**config.mk**
```make
export PLATFORM = sky130hd
export DESIGN_NAME = keyword_line_tokenizer_unit
export DESIGN_NICKNAME = d
export VERILOG_FILES = /design/src/hdl/kltu_pkg.sv /design/src/hdl/kltu_front.sv /design/src/hdl/kltu_fifo.sv /design/src/hdl/kltu_back.sv /design/src/hdl/keyword_line_tokenizer_unit.sv
export SDC_FILE = /design/constraint.sdc
export NUM_CORES = 1
export LEC_CHECK = 0
export BUFFER_PORTS_ARGS = -buffer_cell sky130_fd_sc_hd__buf_4
export CAP_MARGIN = 20
export CORE_MARGIN = 5
export CORE_UTILIZATION = 40
export DETAILED_ROUTE_END_ITERATION = 12
export PLACE_DENSITY = 0.64
export SYNTH_ARGS = -nofsm -noshare
export SYNTH_HDL_FRONTEND = slang
export SYNTH_SLANG_ARGS = --single-unit
```
**constraint.sdc**
```tcl
create_clock -name clk -period 14 [get_ports clk]
set_input_delay 0.7 -clock clk [delete_from_list [all_inputs] [get_ports clk]]
set_output_delay 0.7 -clock clk [all_outputs]
set_load 0.02 [all_outputs]
```
**src/hdl/kltu_pkg.sv**
```systemverilog
`timescale 1ns / 1ps
// ---------------------------------------------------------------------------
// kltu_pkg
// types, constants and keyword tables of the keyword line tokenizer
// ---------------------------------------------------------------------------
package kltu_pkg;

  localparam int LINE_BUFFER_DEFAULT = 256;
  localparam int QUEUE_DEPTH = 2;

  localparam logic [7:0] CHAR_NL  = 8'h0A;
  localparam logic [7:0] CHAR_SP  = 8'h20;
  localparam logic [7:0] CHAR_TAB = 8'h09;
  localparam logic [7:0] CHAR_CR  = 8'h0D;

  // keyword lengths: "//", "HMM", "COMPO"
  localparam logic [2:0] KW_LEN [3] = '{3'd2, 3'd3, 3'd5};

  typedef enum logic [2:0] {
    KIND_NEWLINE = 3'd0,
    KIND_SLASH   = 3'd1,
    KIND_HMM     = 3'd2,
    KIND_COMPO   = 3'd3,
    KIND_WORD    = 3'd4,
    KIND_EOF     = 3'd5
  } kind_t;

  // one classified input item: up to three results, in this order
  typedef struct packed {
    logic        has_word;
    kind_t       word_kind;
    logic [7:0]  word_start;
    logic [7:0]  word_len;
    logic        has_nl;
    logic [7:0]  nl_col;
    logic        has_eof;
    logic [31:0] line_count;
  } job_t;

  // expected character of keyword k at position idx
  function automatic logic [7:0] kw_char(input logic [1:0] k, input logic [2:0] idx);
    logic [7:0] c;
    c = 8'h00;
    case (k)
      2'd0: c = 8'h2F;
      2'd1: begin
        case (idx)
          3'd0:    c = 8'h48;
          default: c = 8'h4D;
        endcase
      end
      2'd2: begin
        case (idx)
          3'd0:    c = 8'h43;
          3'd1:    c = 8'h4F;
          3'd2:    c = 8'h4D;
          3'd3:    c = 8'h50;
          default: c = 8'h4F;
        endcase
      end
      default: c = 8'h00;
    endcase
    return c;
  endfunction

endpackage

```
**src/hdl/kltu_front.sv**
```systemverilog
`timescale 1ns / 1ps
// ---------------------------------------------------------------------------
// kltu_front
// byte classification, chunk and token state, job generation
// ---------------------------------------------------------------------------
module kltu_front #(
  parameter int LINE_BUFFER = kltu_pkg::LINE_BUFFER_DEFAULT
) (
  input  logic             clk,
  input  logic             rst,
  input  logic             in_valid,
  output logic             in_ready,
  input  logic [7:0]       data_byte,
  input  logic             has_byte,
  input  logic             is_last,
  input  logic             queue_full,
  output logic             push,
  output kltu_pkg::job_t   job
);

  localparam int COL_W = $clog2(LINE_BUFFER);
  localparam int CHUNK_MAX = LINE_BUFFER - 2;

  logic [COL_W-1:0] column;
  logic             in_token;
  logic [COL_W-1:0] token_start;
  logic [COL_W-1:0] token_len;
  logic [2:0]       keyword_alive;
  logic [31:0]      lines_seen;

  logic [COL_W-1:0] column_next;
  logic             in_token_next;
  logic [COL_W-1:0] token_start_next;
  logic [COL_W-1:0] token_len_next;
  logic [2:0]       keyword_alive_next;
  logic [31:0]      lines_seen_next;

  logic             is_nl, is_delim, has_nl, has_delim, has_char;
  logic [COL_W-1:0] col1, start0, len0;
  logic [2:0]       alive0, alive_m;
  logic             close_full, close_last, close_any, word_emit;
  logic             accept;
  kltu_pkg::kind_t  word_kind;

  assign in_ready = !queue_full;
  assign accept   = in_valid && in_ready;

  always_comb begin
    is_nl     = data_byte == kltu_pkg::CHAR_NL;
    is_delim  = (data_byte == kltu_pkg::CHAR_SP) || (data_byte == kltu_pkg::CHAR_TAB) ||
                (data_byte == kltu_pkg::CHAR_CR);
    has_nl    = has_byte && is_nl;
    has_delim = has_byte && is_delim;
    has_char  = has_byte && !is_nl && !is_delim;
    col1      = has_byte ? column + COL_W'(1) : column;

    lines_seen_next = lines_seen;
    if (has_byte && (column == '0) && (lines_seen != '1)) begin
      lines_seen_next = lines_seen + 32'd1;
    end

    // a non-delimiter byte opens a token if none is open
    start0 = in_token ? token_start : column;
    len0   = in_token ? token_len : '0;
    alive0 = in_token ? keyword_alive : 3'b111;
    for (int k = 0; k < 3; k++) begin
      alive_m[k] = alive0[k] && (len0 < COL_W'(kltu_pkg::KW_LEN[k])) &&
                   (kltu_pkg::kw_char(2'(k), len0[2:0]) == data_byte);
    end

    in_token_next      = in_token;
    token_start_next   = token_start;
    token_len_next     = token_len;
    keyword_alive_next = keyword_alive;
    if (has_char) begin
      in_token_next      = 1'b1;
      token_start_next   = start0;
      token_len_next     = len0 + COL_W'(1);
      keyword_alive_next = alive_m;
    end

    close_full = has_byte && !is_nl && (col1 >= COL_W'(CHUNK_MAX));
    close_last = is_last && !has_nl && !close_full && (col1 != '0);
    close_any  = has_nl || close_full || close_last;
    word_emit  = in_token_next && (has_nl || has_delim || close_full || close_last);

    word_kind = kltu_pkg::KIND_WORD;
    if (keyword_alive_next[0] && (token_len_next == COL_W'(kltu_pkg::KW_LEN[0]))) begin
      word_kind = kltu_pkg::KIND_SLASH;
    end
    if (keyword_alive_next[1] && (token_len_next == COL_W'(kltu_pkg::KW_LEN[1]))) begin
      word_kind = kltu_pkg::KIND_HMM;
    end
    if (keyword_alive_next[2] && (token_len_next == COL_W'(kltu_pkg::KW_LEN[2]))) begin
      word_kind = kltu_pkg::KIND_COMPO;
    end

    job.has_word   = word_emit;
    job.word_kind  = word_kind;
    job.word_start = 8'(token_start_next);
    job.word_len   = 8'(token_len_next);
    job.has_nl     = close_any;
    job.nl_col     = has_nl ? 8'(column) : 8'(col1);
    job.has_eof    = is_last;
    job.line_count = lines_seen_next;

    column_next = close_any ? '0 : col1;
    if (word_emit) begin
      in_token_next = 1'b0;
    end
  end

  assign push = accept && (word_emit || close_any || is_last);

  always_ff @(posedge clk) begin
    if (rst) begin
      column        <= '0;
      in_token      <= 1'b0;
      token_start   <= '0;
      token_len     <= '0;
      keyword_alive <= 3'b111;
      lines_seen    <= '0;
    end else if (accept) begin
      column        <= column_next;
      in_token      <= in_token_next;
      token_start   <= token_start_next;
      token_len     <= token_len_next;
      keyword_alive <= keyword_alive_next;
      lines_seen    <= lines_seen_next;
    end
  end

endmodule

```
**src/hdl/kltu_fifo.sv**
```systemverilog
`timescale 1ns / 1ps
// ---------------------------------------------------------------------------
// kltu_fifo
// short job queue between front and back
// ---------------------------------------------------------------------------
module kltu_fifo (
  input  logic           clk,
  input  logic           rst,
  input  logic           push,
  input  kltu_pkg::job_t push_job,
  input  logic           pop,
  output logic           full,
  output logic           head_valid,
  output kltu_pkg::job_t head_job
);

  localparam int DEPTH = kltu_pkg::QUEUE_DEPTH;
  localparam int PTR_W = $clog2(DEPTH);
  localparam int CNT_W = $clog2(DEPTH + 1);

  kltu_pkg::job_t   entries [DEPTH];
  logic [PTR_W-1:0] wr_ptr;
  logic [PTR_W-1:0] rd_ptr;
  logic [CNT_W-1:0] count;

  assign full       = count == CNT_W'(DEPTH);
  assign head_valid = count != '0;
  assign head_job   = entries[rd_ptr];

  always_ff @(posedge clk) begin
    if (push) begin
      entries[wr_ptr] <= push_job;
    end
  end

  always_ff @(posedge clk) begin
    if (rst) begin
      wr_ptr <= '0;
      rd_ptr <= '0;
      count  <= '0;
    end else begin
      if (push) begin
        wr_ptr <= (wr_ptr == PTR_W'(DEPTH - 1)) ? '0 : wr_ptr + PTR_W'(1);
      end
      if (pop) begin
        rd_ptr <= (rd_ptr == PTR_W'(DEPTH - 1)) ? '0 : rd_ptr + PTR_W'(1);
      end
      case ({push, pop})
        2'b10:   count <= count + CNT_W'(1);
        2'b01:   count <= count - CNT_W'(1);
        default: count <= count;
      endcase
    end
  end

endmodule

```
**src/hdl/kltu_back.sv**
```systemverilog
`timescale 1ns / 1ps
// ---------------------------------------------------------------------------
// kltu_back
// splits each job into result items and holds the output register
// ---------------------------------------------------------------------------
module kltu_back (
  input  logic           clk,
  input  logic           rst,
  input  logic           head_valid,
  input  kltu_pkg::job_t head_job,
  output logic           pop,
  output logic           out_valid,
  input  logic           out_ready,
  output logic [2:0]     token_kind,
  output logic [7:0]     start_column,
  output logic [7:0]     token_length,
  output logic [31:0]    line_count,
  output logic           last_of_run
);

  typedef enum logic [1:0] {
    SLOT_WORD = 2'd0,
    SLOT_NL   = 2'd1,
    SLOT_EOF  = 2'd2
  } slot_t;

  logic [2:0]      done;
  logic [2:0]      pending;
  logic [2:0]      rest;
  logic [2:0]      sel_bit;
  slot_t           slot;
  logic            load;
  logic            is_final;
  kltu_pkg::kind_t sel_kind;
  logic [7:0]      sel_start;
  logic [7:0]      sel_len;
  kltu_pkg::kind_t out_kind;

  always_comb begin
    pending = {head_job.has_eof, head_job.has_nl, head_job.has_word} & ~done;
    if (pending[0]) begin
      slot    = SLOT_WORD;
      sel_bit = 3'b001;
    end else if (pending[1]) begin
      slot    = SLOT_NL;
      sel_bit = 3'b010;
    end else begin
      slot    = SLOT_EOF;
      sel_bit = 3'b100;
    end
    rest     = pending & ~sel_bit;
    is_final = rest == 3'b000;

    case (slot)
      SLOT_WORD: begin
        sel_kind  = head_job.word_kind;
        sel_start = head_job.word_start;
        sel_len   = head_job.word_len;
      end
      SLOT_NL: begin
        sel_kind  = kltu_pkg::KIND_NEWLINE;
        sel_start = head_job.nl_col;
        sel_len   = 8'd1;
      end
      default: begin
        sel_kind  = kltu_pkg::KIND_EOF;
        sel_start = 8'd0;
        sel_len   = 8'd0;
      end
    endcase
  end

  assign load = head_valid && (!out_valid || out_ready);
  assign pop  = load && is_final;

  always_ff @(posedge clk) begin
    if (rst) begin
      out_valid <= 1'b0;
      done      <= 3'b000;
    end else begin
      if (load) begin
        out_valid <= 1'b1;
        done      <= is_final ? 3'b000 : (done | sel_bit);
      end else if (out_ready) begin
        out_valid <= 1'b0;
      end
    end
  end

  always_ff @(posedge clk) begin
    if (load) begin
      out_kind     <= sel_kind;
      start_column <= sel_start;
      token_length <= sel_len;
      line_count   <= head_job.line_count;
      last_of_run  <= is_final;
    end
  end

  assign token_kind = out_kind;

endmodule

```
**src/hdl/keyword_line_tokenizer_unit.sv**
```systemverilog
`timescale 1ns / 1ps
// ---------------------------------------------------------------------------
// keyword_line_tokenizer_unit
// byte-stream tokenizer with keyword classification and line chunking
// ---------------------------------------------------------------------------
// The unit takes one text byte per item and emits token descriptors. Space,
// tab and CR separate tokens; a chunk ends at a newline byte or after
// LINE_BUFFER-2 bytes and always closes with a newline token. Words are
// classified as "//", "HMM", "COMPO" or a plain word. An item with is_last
// set closes any open chunk and adds an end-of-file token; an item with
// neither a byte nor is_last yields nothing. Each item makes zero to three
// results, the last of which carries last_of_run. Timing: the front
// accepts one item per clock whenever the two-entry job queue has room; an
// accepted item's job is written into the queue, and its results are then
// loaded one by one into the output register whenever it is free. The back
// drains one result per clock while out_ready is high; the output port is
// the sustained limit, one result per clock while it is not stalled.
// ---------------------------------------------------------------------------
module keyword_line_tokenizer_unit #(
  parameter int LINE_BUFFER = kltu_pkg::LINE_BUFFER_DEFAULT
) (
  input  logic        clk,
  input  logic        rst,
  // input item channel
  input  logic        in_valid,
  output logic        in_ready,
  input  logic [7:0]  data_byte,
  input  logic        has_byte,
  input  logic        is_last,
  // result item channel
  output logic        out_valid,
  input  logic        out_ready,
  output logic [2:0]  token_kind,
  output logic [7:0]  start_column,
  output logic [7:0]  token_length,
  output logic [31:0] line_count,
  output logic        last_of_run
);

  // front to queue
  logic           push;
  kltu_pkg::job_t push_job;
  logic           queue_full;

  // queue to back
  logic           head_valid;
  kltu_pkg::job_t head_job;
  logic           pop;

  // front: column / token tracking, keyword match bits, saturating line count
  kltu_front #(
    .LINE_BUFFER (LINE_BUFFER)
  ) u_front (
    .clk        (clk),
    .rst        (rst),
    .in_valid   (in_valid),
    .in_ready   (in_ready),
    .data_byte  (data_byte),
    .has_byte   (has_byte),
    .is_last    (is_last),
    .queue_full (queue_full),
    .push       (push),
    .job        (push_job)
  );

  // decouples the front from output stalls
  kltu_fifo u_fifo (
    .clk        (clk),
    .rst        (rst),
    .push       (push),
    .push_job   (push_job),
    .pop        (pop),
    .full       (queue_full),
    .head_valid (head_valid),
    .head_job   (head_job)
  );

  // back: word, newline, end-of-file results in order, one per clock while out_ready is high
  kltu_back u_back (
    .clk          (clk),
    .rst          (rst),
    .head_valid   (head_valid),
    .head_job     (head_job),
    .pop          (pop),
    .out_valid    (out_valid),
    .out_ready    (out_ready),
    .token_kind   (token_kind),
    .start_column (start_column),
    .token_length (token_length),
    .line_count   (line_count),
    .last_of_run  (last_of_run)
  );

endmodule

```
==> results of run 1 <==
-- registers in the layout, summed over array words and instances (netlist names), 3 cells and up, named ones only --
register	cells
u_back.start_column	8
u_fifo.entries	124
u_front.token_start	8
u_back.done	3
u_back.token_length	8
u_back.line_count	32
u_front.column	8
u_front.lines_seen	32
u_back.token_kind	3
u_front.keyword_alive	3
u_front.token_len	8
-- cell usage after synthesis, drive strengths merged, types with 2 or more instances --
cell and n:
dfxtp 69, nand3b 3, nand3 19, a211oi 9, nor4b 2, a21oi 27, xor2 33, mux2i 33
nand2b 6, inv 20, nor2b 5, a21boi 5, or4b 3, o2111ai 4, nor3 26, a211o 2
clkbuf 37, o211ai 3, nor2 96, o21ai 20, and4 5, a31oi 5, nand4 14, buf 14
and2 7, or3 10, or2 5, o22ai 9, a22o 3, xnor2 47, edfxtp 176, ha 9
or4 6, o21a 6, a21o 5, o31ai 3, nand2 69, nor4 11, and3 11, nor3b 3
mux2 43, o311ai 2
-- where the power goes --
| group | internal (mW) | leakage (nW) | total (mW) | switching, mW |
|---|---|---|---|---|
| logic | 0.195 | 1.78 | 0.506 | 0.310 |
| clock network | 0.419 | 0.421 | 0.682 | 0.263 |
| registers | 0.925 | 2.18 | 0.964 | 0.0391 |
-- layer usage --
layer,vias to the layer above,routed length [um],track usage (%)
li1,3364,-,-
met1,3238,9590,18.0
met2,162,9730,22.3
met3,37,1050,2.16
met4,0,495,3.90
met5,-,0,0
-- layout make-up --
cell class                 count  area (sq um)  area share [%]
timing repair buffer          75           563            4.49
clock inverter                10           123           0.978
sequential                   245          6670            53.2
multi-input combinational    581          3950            31.5
tap                          341           427            3.40
clock buffer                  37           734            5.86
inverter                      20          75.1           0.599
-- per-stage QoR --
stage / instance area [sq um] / setup WS (ns) / utilization, % / power, mW / instances
6_report: 12500 / 9.89 / 46.7 / 2.15 / 1309
5_1_grt: 12500 / 9.56 / 46.7 / 2.26 / 1309
4_1_cts: 12500 / 9.86 / 46.7 / 2.19 / 1309
3_5_place_dp: 11700 / 9.90 / 43.5 / 1.50 / 1262
3_3_place_gp: 11700 / 9.99 / 43.5 / 1.49 / 1262
2_1_floorplan: 10900 / 8.75 / - / 1.30 / 897
-- cells by family after synthesis --
logic type | Yosys count | share of synthesized area (%)
XOR/XNOR | 80 | 6.44
flip-flops | 245 | 61.2
multiplexers | 76 | 7.48
adder cells (fa/ha/maj) | 9 | 1.03
buffers and inverters | 71 | 2.57
AO/OA/AOI/OAI | 113 | 6.99
AND/OR/NAND/NOR | 303 | 14.2
-- path summary, 6_finish.rpt --
kind              slack [ns]                     end              startpoint  cells after the start
setup / recovery        9.89    u_fifo.entries[0][1]       u_front.column[0]                      8
hold reg to reg         0.45  u_front.token_start[4]  u_front.token_start[4]                      2
setup reg to reg        9.89    u_fifo.entries[0][1]       u_front.column[0]                      8
hold / removal          0.42   u_fifo.entries[0][32]                 is_last                      1
==> results by group, run 1 <==
Status
  – Status: complete, no violations

Routing
  – Final wirelength: 20.9 mm
  – Drt via density: 5.20
  – DRT iter0 DRCs: 328
  – # DRC: 0
  – Routed WL per cell: 15.9 um
  – First-pass iteration count of the detailed router: 5
  – Via count: 6801
  – Post-DRT Antenna Nets: 0

CTS
  – CTS tree: done
  – Post-CTS sizing: 0
  – Root Buffer Master: clkbuf_16
  – Number of H-tree levels: 1
  – TritonCTS buffer count: 26
  – Post-cts hold buffer count: 0
  – Clock sink count: between 200 and 250
  – Clk slew on worst S/H paths: 0.06 ns
  – Setup Fix Bufs, Post-CTS: 0
  – Clock Path Buffers: 3
  – Worst skew pair latency: 0.52 ns

Placed design
  – Hpwl dp: 13.2 mm
  – Gpl congestion: roughly 0.89
  – Buffers on Ports: 67

Critical path
  – Crit path largest cell delay: 0.57 ns
  – Startpoint types: register
  – Crit path buffers/inverters: 1
  – Top cell family by delay on the critical path: simple AND/OR/NAND/NOR gates
  – Critical path type: register to register
  – Worst EP required: 14.15 ns
  – Crit end category: register
  – CP Cell Sequence: ha_1, nand4_1, nor3_1, o21ai_0, or3_1, a41o_1, nor2_4, buf_4
  – CP arrival: 4.26 ns
  – Slowest cell on crit path: dfxtp_1
  – Crit-path max FO: 41

Global route
  – Vias in the first global route: 6553
  – Largest net degree at the start of global routing: 71
  – Remaining Overflow, GRT: 0
  – Total Routing Usage GR: 13.3%
  – First-pass GRT wire length: ~34 mm
  – Initial antenna violation count: 0

Yosys
  – Cell variety after synth: 65
  – EDFF count, synth: 176
  – Fraction of registers with async set/reset: 0%
  – Mapped Nets: between 900 and 1k
  – Sequential area share after synthesis: 61.2%
  – Mapped Area: 10900 sq um
  – Area contributors post-synth: edfxtp_1 (49%), dfxtp_1 (13%), mux2_2 (4.4%)
  – Syn Inst Count: about 900
  – Cell taking the most area after synthesis: edfxtp_1
  – Seq cells post-synth: 245
  – Top-area cell type share of the netlist area: 48.6%
  – Synth Area per Inst: between 10 and 15 sq um
  – YS warnings: 0
  – Top FF cell, synth: edfxtp_1

Timing
  – Endpoints failing setup: 0
  – Final hold slack: ~0.42 ns
  – Crit share post-route: between 20% and 30%
  – RSZ-0062 raised after global routing: no
  – Highest Clock Rate: between 200 and 250 MHz
  – Final slew viol count: 0
  – Minimum clock period: approximately 4.1 ns
  – Setup TNS: 0 ns
  – Worst Skew: 0.00803 ns
  – Slew HR: 35.9%
  – Final hold vios: 0
  – Slew at the pin closest to its max-slew limit: 0.962 ns

Worst hold path
  – Min-Delay Path Class: input pin to register

Flow run
  – Maxcap violations: 0

Layout
  – Nets: 972
  – Layout area overhead: 15.2%
  – Fraction of layout instances using a drive strength above 1: 18.4%
  – Commonest cells after routing, fill and taps aside: edfxtp_1 (176), nor2_1 (94), buf_4 (75)
  – Most common cell after layout, fill and taps aside: edfxtp_1
  – Layout filler cell count: 2471
  – # diodes: 0

Floorplanning
  – Die H: 175 um
  – Area of the core: 26900 sq um
  – Initial Utilization: 40.5%
  – IO Count: 68
  – # rows: 60
  – Die area: approximately 31000 sq um
  – Die Wd: 175 um

Pwr
  – Peak supply drop: 0.0000842 V
  – Leak pwr: 4.38 nW
  – P per Cell Area: 172 nW/um^2
(Power assumes the default switching activity.)
==> inputs of run 2 (changes only) <==
==> constraint.sdc (replaced) <==
create_clock -name clk -period 3.9 [get_ports clk]
set_input_delay 0.195 -clock clk [delete_from_list [all_inputs] [get_ports clk]]
set_output_delay 0.195 -clock clk [all_outputs]
set_load 0.02 [all_outputs]
==> results by group, run 2 (synthesis results as in run 1) <==
Global route
  – Remaining Overflow, GRT: 0
  – Initial antenna violation count: 0
  – First-pass GRT wire length: 34.2 mm
  – Largest net degree at the start of global routing: 71
  – Total Routing Usage GR: 13.4%
  – Vias in the first global route: 6757

Layout
  – Max FFs per register: 124
  – Post-layout util: 47.3%
  – Final non-filler cell total: between 1k and 1.5k
  – Finished Cell Area: ~13000 sq um
  – Fraction of layout instances using a drive strength above 1: 19.7%
  – # diodes: 0
  – Layout area overhead: 16.7%
  – Regs by FF count: u_fifo.entries x124, u_back.line_count x32, u_front.lines_seen x32
  – Reg with most FFs: u_fifo.entries
  – Most common cell after layout, fill and taps aside: edfxtp_1
  – Commonest cells after routing, fill and taps aside: edfxtp_1 (176), nor2_1 (94), buf_4 (80)
  – Nets: 981

Pwr
  – Clk pwr share: 32.9%
  – Cell Int Power: 5.64 mW
  – NetSw: 2.25 mW
  – Peak supply drop: 0.000350 V
  – Total Power: 7.89 mW
  – Combinational Power Share: 23.1%
  – Switching Fraction: ~29%
  – P per Cell Area: 621 nW/um^2
  – Leak pwr: 4.47 nW
  – Seq pwr share: a little over two fifths

Timing
  – Crit share post-route: between 80% and 90%
  – Slew HR: 33.8%
  – Fin worst setup slack: 0.449 ns
  – Minimum clock period: around 3.5 ns
  – Slew at the pin closest to its max-slew limit: 0.993 ns
  – Final slew viol count: 0
  – RSZ-0062 raised after global routing: no
  – Final hold slack: 0.110 ns
  – Endpoints failing setup: 0
  – Worst Skew: 0.00783 ns
  – Setup TNS: 0 ns
  – Highest Clock Rate: 290 MHz
  – Final hold vios: 0

Critical path
  – Critical path type: register to register
  – Slowest cell on crit path: dfxtp_1
  – Crit path largest cell delay: between 0.5 and 0.6 ns
  – Crit end category: register
  – Startpoint types: register
  – Crit-path max FO: 14
  – CP Cell Sequence: ha_1, nand4_1, nor3_1, o21ai_0, or3_1, a41o_1, ha_1, or3_1, a21oi_1
  – CP arrival: between 3 and 4 ns
  – Worst EP required: 4.34 ns

CTS
  – Number of H-tree levels: 1
  – Root Buffer Master: clkbuf_16
  – CTS tree: done
  – Post-cts hold buffer count: 1
  – Clk slew on worst S/H paths: approximately 0.060 ns
  – Post-CTS sizing: 0
  – Setup Fix Bufs, Post-CTS: 0
  – Clock Path Buffers: 3
  – TritonCTS buffer count: 27
  – Worst skew pair latency: 0.51 ns
  – Clock sink count: around 250

Floorplanning
  – Die H: 175 um
  – Area of the core: 26900 sq um
  – IO Count: 68
  – Die area: a little over 30000 sq um
  – Initial Utilization: 40.5%
  – Die Wd: roughly 170 um
  – # rows: 60

Placed design
  – Placement Cell Area: around 12000 sq um
  – Pre-CTS WS: 0.481 ns
  – Hpwl dp: 13.3 mm
  – Gpl congestion: ~0.84
  – Placed insts: ~1.3k
  – Buffers on Ports: 67

Status
  – Status: complete, no violations

Routing
  – # DRC: 0
  – Drt via density: 5.22
  – Routed WL per cell: 15.8 um
  – Post-DRT Antenna Nets: 0
  – First-pass iteration count of the detailed router: 5
  – DRT iter0 DRCs: 441
  – Final wirelength: roughly 21 mm
  – Via count: 6879

Flow run
  – Maxcap violations: 0

Worst hold path
  – Min-Delay Path Class: input pin to register
[run 2: cell types whose count changed in the layout (fill, tap and decap cells not counted), sizes merged]
cell | before | now
buf | 75 | 82
clkinvlp | 0 | 2
clkinv | 7 | 6
inv | 20 | 21
dlygate4sd3 | 0 | 1
[run 2: layer usage]
metal  global-route usage [%]  vias up  part of all wire [%]
met5                        0        -                     0
met4                     3.54        0                   1.9
met3                     2.27       30                   4.1
met2                     22.7      133                    48
met1                     18.0     3322                    46
li1                         -     3394                     -
[run 2: layout make-up]
cell class	count	area (sq um)
fillers	2416	14200
flip-flops and latches	245	6670
multi-input cells	581	3950
clock buffers	37	785
repair buffers	83	651
well taps	341	427
clock inverters	12	148
inverters	20	75.1
[run 2: critical path: cells and delay by family, from the launching register on]
family,cells,cell delay (ns)
simple gates,4,1.49
flops,1,0.58
fa+ha+maj,2,0.72
compound gates,3,0.59
[run 2: power by group through the flow]
stage / logic (mW) / clock network (mW) / registers (mW)
after floorplan: 0.863 / 0 / 3.81
after global placement: 1.83 / 0 / 3.51
after detailed placement: 1.86 / 0 / 3.52
after CTS: 1.86 / 2.66 / 3.47
after global routing: 1.97 / 2.77 / 3.51
final: 1.83 / 2.60 / 3.46
[run 2: path summary, 6_finish.rpt]
path                           from                      to  slack (ns)  depth (start not counted)
max               u_front.column[0]         u_fifo.count[1]        0.45                          9
min reg2reg  u_front.token_start[5]  u_front.token_start[5]        0.45                          2
max reg2reg       u_front.column[0]         u_fifo.count[1]        0.45                          9
min                        has_byte       u_front.column[2]        0.11                          3
